`src/hw/rtl/ddsm_pkg.sv`:
```
// Shared types, constants and the divide-by-ten helper for the decimal digit multiplier.
`default_nettype none

package ddsm_pkg;

	localparam int unsigned DIGIT_W = 4;
	localparam int unsigned MULT_W  = 32;
	// Dividend of the digit datapath: carry plus nine times the multiplier
	localparam int unsigned SUM_W   = 36;
	// Narrow divider input: remainder times 2^18 plus the low half of the sum
	localparam int unsigned DIV_W   = 22;
	localparam int unsigned LO_W    = 18;

	localparam logic [DIGIT_W-1:0] DIGIT_MAX  = 4'd9;
	localparam logic [MULT_W-1:0]  MULT_RESET = 32'd1;
	// ceil(2^25 / 10): exact quotient for every input below 2^22
	localparam logic [DIV_W-1:0]   RECIP10    = 22'd3355444;
	localparam int unsigned        RECIP_SH   = 25;

	typedef struct packed {
		logic [DIGIT_W-1:0] digit;
		logic               last;
	} item_t;

	typedef struct packed {
		logic [18:0]        q;
		logic [DIGIT_W-1:0] r;
	} div10_t;

	function automatic div10_t div10(input logic [DIV_W-1:0] v);
		logic [2*DIV_W-1:0] p;
		logic [18:0]        q;
		logic [DIV_W-1:0]   qx10;
		div10_t             res;
		p = {{DIV_W{1'b0}}, v} * {{DIV_W{1'b0}}, RECIP10};
		q = p[2*DIV_W-1:RECIP_SH];
		qx10 = {q, 3'b000} + {2'b00, q, 1'b0};
		res.q = q;
		res.r = DIGIT_W'(v - qx10);
		return res;
	endfunction

endpackage

`default_nettype wire

```
`src/hw/rtl/ddsm_front.sv`:
```
// Input side: accepts digits, clamps them to 0..9 and queues them for the datapath.
`default_nettype none

module ddsm_front (
	input  wire logic                    clk,
	input  wire logic                    arst_n,
	input  wire logic                    in_valid,
	output logic                         in_ready,
	input  wire logic [3:0]              digit_in,
	input  wire logic                    last_in,
	output logic                         q_valid,
	input  wire logic                    q_pop,
	output ddsm_pkg::item_t              q_item
);
	import ddsm_pkg::*;

	item_t      slot_q [2];
	logic       wr_ptr_q;
	logic       rd_ptr_q;
	logic [1:0] count_q;
	logic       push;
	logic       pop;
	item_t      item_in;

	always_comb begin
		item_in.digit = (digit_in > DIGIT_MAX) ? DIGIT_MAX : digit_in;
		item_in.last  = last_in;
	end

	assign in_ready = (count_q != 2'd2);
	assign push     = in_valid && in_ready;
	assign q_valid  = (count_q != 2'd0);
	assign pop      = q_pop && q_valid;
	assign q_item   = slot_q[rd_ptr_q];

	always_ff @(posedge clk) begin
		if (push) begin
			slot_q[wr_ptr_q] <= item_in;
		end
	end

	always_ff @(posedge clk or negedge arst_n) begin
		if (!arst_n) begin
			wr_ptr_q <= 1'b0;
			rd_ptr_q <= 1'b0;
			count_q  <= 2'd0;
		end else begin
			if (push) begin
				wr_ptr_q <= ~wr_ptr_q;
			end
			if (pop) begin
				rd_ptr_q <= ~rd_ptr_q;
			end
			case ({push, pop})
				2'b10:   count_q <= count_q + 2'd1;
				2'b01:   count_q <= count_q - 2'd1;
				default: count_q <= count_q;
			endcase
		end
	end

	a_count_bound: assert property (@(posedge clk) disable iff (!arst_n)
		count_q != 2'd3)
		else $error("queue count out of range");

	// pointers differ exactly when one entry is held
	a_ptr_count: assert property (@(posedge clk) disable iff (!arst_n)
		(count_q == 2'd1) == (wr_ptr_q != rd_ptr_q))
		else $error("queue pointers disagree with count");

endmodule

`default_nettype wire

```
`config.mk`:
```
export PLATFORM = sky130hd
export DESIGN_NAME = ddsm_front
export DESIGN_NICKNAME = d
export VERILOG_FILES = /design/src/hw/rtl/ddsm_pkg.sv /design/src/hw/rtl/ddsm_front.sv
export SDC_FILE = /design/constraint.sdc
export NUM_CORES = 1
export LEC_CHECK = 0
export BUFFER_PORTS_ARGS = -buffer_cell sky130_fd_sc_hd__buf_2
export CORE_AREA = 2 2 39 41
export CTS_BUF_LIST = sky130_fd_sc_hd__clkbuf_16
export DETAILED_ROUTE_END_ITERATION = 8
export DIE_AREA = 0 0 41 43
export GPL_TIMING_DRIVEN = 0
export PLACE_DENSITY = 0.71
export SLEW_MARGIN = 20
export SYNTH_ARGS = -nofsm -noshare
export SYNTH_HDL_FRONTEND = slang
export SYNTH_SLANG_ARGS = --single-unit
```
`constraint.sdc`:
```
create_clock -name clk -period 2.13 [get_ports clk]
set_clock_uncertainty 0.2 [all_clocks]
set_input_delay 0.3195 -clock clk [delete_from_list [all_inputs] [get_ports clk]]
set_output_delay 0.3195 -clock clk [all_outputs]
set_load 0.05 [all_outputs]
```
After elaboration in Yosys (flattened, before gate mapping)

Memory sizes are Yosys's and may differ from the RTL's.
Index checks and enable logic that the tools add are counted.

$add $sub $neg: 2
Order comparisons: 1
Equal/unequal tests: 3
Muxes and demuxes: 4
Bitwise logic cells: 2
Reductions and logical operators: 4

Operators by type and width:

| operator            | number |
|---|---|
| $gt 4x4->1 const B  | 1 |
| $mux 4              | 1 |
| $pmux 2 s2          | 1 |
| $reduce_bool 2->1   | 2 |
| $add 2x1->2 const B | 1 |
| $eq 2x1->1 const B  | 1 |
| $eq 2x2->1 const B  | 1 |
| $logic_and 1x1->1   | 2 |
| $mux 1              | 2 |
| $ne 2x2->1 const B  | 1 |
| $not 1->1           | 2 |
| $sub 2x1->2 const B | 1 |

Bits in registers: 4
Memory bits (writable): 10
Input port bits: 9
Output and inout port bits: 7
Logic and storage cells: 20
Memories: 1

Memories:

| name   | words | width | rd ports | clocked after memory_dff | wr ports | line             | text |
|---|---|---|---|---|---|---|---|
| slot_q | 2     | 5     | 1        | 0                        | 1        | ddsm_front.sv:17 | `item_t slot_q [2];` |

Logic depth before layout (Yosys ltp)

Depth in word-level cells: 4
Mapped depth: 6
Gate-level depth less buffers: 6

Worst setup path before layout

No wires, ideal clock.

Path kind: flip-flop to flip-flop
Start point: register count_q[0]
End point: register count_q[1]
Setup time: 0.079 ns
Arrival time: 1.643 ns
Data required time: 1.851 ns
Slack: 0.208 ns
Stages on the path, launching flop included: 6
Path buffers: 0
Clock period less this slack: 1.922 ns
Path through: dfrtp_1 -> or2_1 -> and2_4 -> ha_1 -> nor2_1 -> xor2_1

Longest elaborated chain between the ends: 4
Elaborated cells on any way between the ends: 10
Classes of those cells: 2 x add/sub; 3 x eq/ne; 1 x mux; 4 x reduce/logical

Ends and longest elaborated chain:

| item                                                   | line             | text |
|---|---|---|
| start, declared                                        | ddsm_front.sv:20 | `logic [1:0] count_q;` |
| start signal, assigned                                 | ddsm_front.sv:55 | `2'b10: count_q <= count_q + 2'd1;` |
| start signal, assigned                                 | ddsm_front.sv:56 | `2'b01: count_q <= count_q - 2'd1;` |
| start signal, assigned                                 | ddsm_front.sv:57 | `default: count_q <= count_q;` |
| $reduce_bool 2->1 *                                    | ddsm_front.sv:32 | `assign q_valid = (count_q != 2'd0);` |
| named net q_valid                                      | ddsm_front.sv:11 | `output logic q_valid,` |
| $logic_and 1x1->1 *                                    | ddsm_front.sv:33 | `assign pop = q_pop && q_valid;` |
| named net pop                                          | ddsm_front.sv:22 | `logic pop;` |
| $eq 2x1->1 / $eq 2x2->1 (equally long branches)        | ddsm_front.sv:54 | `case ({push, pop})` |
| $pmux 2 s2 / $reduce_bool 2->1 (equally long branches) | n/a              |  |

Mark *: on every way through the listed nets, which the timed path passes. The rest lies on a longest branch.
A chain may end at the register's enable or synchronous reset.

==> key figures <==
Timing
  • TNS Setup: 0 ns
  • Fmax: 555 MHz
  • Slew at the pin closest to its max-slew limit: about 0.46 ns
  • Final period utilization: a little over four fifths
  • Final Setup Violations: 0
  • RSZ-0062 raised after global routing: no
  • Min Tclk post-route: 1.80 ns
  • Final Hold Viols: 0
  • Rel. slew slack: 69.2%
  • Final Max Tran Viols: 0

Detailed routing
  • ANT nets after route: 0
  • Routed length per instance: ~12 um
  • Initial DRC count: 3
  • Vias per inst: ~4.6
  • Routed vias: 342
  • Drt pass-1 iters: 4
  • Routed Wire Length: roughly 910 um
  • Drt drc: 0

Worst setup path
  • Critical path type: reg -> out
  • Crit-path max FO: 6
  • Reg2reg setup slack: 0.41 ns
  • Worst Setup End Kind: primary output
  • CP Data Required Time: about 1.6 ns
  • Worst r2r src: count_q[0]$_DFFE_PN0P_
  • CP Launch Type: register
  • Worst r2r dst: count_q[1]$_DFFE_PN0P_
  • CP startpoint: rd_ptr_q$_DFFE_PN0P_
  • Reg2reg path depth: 5
  • Critical Path AT: ~1.3 ns

Synth
  • Cell variety after synth: 16
  • YS warnings: 0
  • Mapped Cells: 38
  • Post-synthesis net count: 48
  • Synth area leader: edfxtp_1
  • Synth top area cells: edfxtp_1, dfrtp_1, mux2_2
  • Post-synth EDFFs: 10
  • Synth top area share: between 50% and 60%
  • Sequential fraction of the synthesis area: 68.5%
  • Post-synthesis instance area: 584 um2
  • Seq cells post-synth: 14
  • Ys flop type: edfxtp_1
  • Post-synth ARST share: between 20 and 30%
  • Syn_area_per_cell: 15.4 um2

Floorplan
  • Row Count: 14
  • Die Width: ~41 um
  • Initial core utilization: 42.2%
  • I/O Pins: 16
  • Die Ht: approximately 43 um
  • Core footprint: roughly 0.0014 mm2
  • Die area: 0.00176 mm2

Global route
  • GR Layer Usage met2: 19.7%
  • Total Routing Usage GR: 12.7%
  • Grt total ovfl: 0
  • Met3 usage: 3.14%
  • Vias in the first global route: around 350
  • Initial antenna violation count: 0
  • Global-route wire length before repair: approximately 1400 um
  • Largest net degree at the start of global routing: 9
  • Busiest layer in global routing: met2
  • M1 GR Usage: 15.8%

Pwr
  • Worst vdd ir: approximately 840 uV
  • Clock power frac: about a quarter
  • P_sw: 0.497 mW
  • Total power: between 1 and 1.5 mW
  • Cell Pwr Density: between 1500 and 2000 mW/mm2
  • Sw Ratio: 37.9%
  • Combinational Power Share: 41.4%
  • Reg power frac: about a third
  • Leakage: around 0.32 nW
  • Int Power: between 0.8 and 0.9 mW

CTS
  • CTS Sinks: 14
  • Total setup buffers inserted after CTS: 0
  • TritonCTS clock tree: yes
  • Clk_lat worst skew: around 0.23 ns
  • Hold-fix buffers, CTS: 1
  • Cts repair resizes: 0
  • Root Buffer: clkbuf_16
  • Clk slew on worst S/H paths: ~0.050 ns
  • CTS max path bufs: 2
  • CTS H-tree lvls: 1
  • Num CTS Buffers: 3

Finish
  • Commonest non-fill, non-tap cell in the layout: buf_2
  • # nets final: 69
  • Final instance area: between 700 and 800 um2
  • N_diodes: 0
  • Commonest cells after routing, fill and taps aside: buf_2, edfxtp_1, mux2_2
  • Final Util: between 50 and 60%
  • Share of layout cells above drive strength 1: between 40% and 50%
  • Area Overhead vs Synth: 31.5%

Min path
  • Worst Hold Class: in -> reg
  • Worst min-delay path startpoint: last_in
  • WHS Endpoint: slot_q[1][0]$_DFFE_PP_
  • Hold Path Stages: 1

Place
  • Post-DP HPWL: between 700 and 800 um
  • Placed cell area: slightly below 700 um2
  • Number of port buffers: 15
  • Gp weighted congestion: between 0.6 and 0.7

Run
  • Max Cap Viol: 0

Status
  • Status: finished, final reports clean
[through the flow]
step / worst slack (ns) / hold WS (ns) / std cells
3_3_place_gp: 0.428 / -0.0695 / 69
3_5_place_dp: 0.402 / -0.0680 / 69
4_1_cts: 0.311 / 0.0791 / 74
5_1_grt: 0.268 / 0.0783 / 74
2_1_floorplan: 0.208 / -0.176 / 38
6_report: 0.330 / 0.0772 / 74
[cell families (layout without fill, tap and decap cells)]
group,after synthesis,count (layout),share of synthesized area (%)
fa+ha+maj,1,1,2.14
compound gates,1,1,0.856
mux,5,5,9.64
buf+inv,2,22,1.50
simple gates,10,10,9.85
xor+xnor,5,5,7.50
flops,14,14,68.5
[layer usage]
layer | part of all wire, % | wire length, um
met1 | 43 | 393
met2 | 54 | 495
met3 | 2.2 | 20
met4 | 0 | 0
met5 | 0 | 0
[worst max path at each step]
stage,cells past startpoint,to
2_1_floorplan,5,count_q[1]$_DFFE_PN0P_
3_3_place_gp,5,count_q[1]$_DFFE_PN0P_
3_5_place_dp,5,count_q[1]$_DFFE_PN0P_
4_1_cts,3,q_item[1]
5_1_grt,3,q_item[1]
6_report,3,q_item[1]
[sequential cells by signal (all words and copies together) (netlist names)]
name	flops
count_q	2
rd_ptr_q	1
slot_q	10
wr_ptr_q	1
[final cells by class]
type	count	area (um2)
fill	119	616
sequential	14	400
multi-input combinational	22	175
timing repair buffer	16	85.1
clock buffer	3	75.1
tap	16	20.0
buffer	2	8.76
clock inverter	1	3.75
[Yosys cell counts (2+ instances only)]
master and number:
edfxtp_1 10, mux2_2 5, dfrtp_1 4, xnor2_1 3, nand2b_1 2, nor2_1 2, nor2b_1 2, xor2_1 2
[critical path, cell delays in order, from the launching register on]
cell	delay (ns)
dfrtp_1	0.31
buf_2	0.18
mux2_2	0.35
buf_2	0.21
[power by group through the flow]
stage	combinational (mW)	clock (mW)	sequential (mW)
2_1_floorplan	0.447	0	0.422
4_1_cts	0.550	0.347	0.428
3_3_place_gp	0.541	0	0.426
5_1_grt	0.584	0.359	0.436
6_report	0.543	0.342	0.426
3_5_place_dp	0.545	0	0.431
Power figures use the tool's default switching activity.
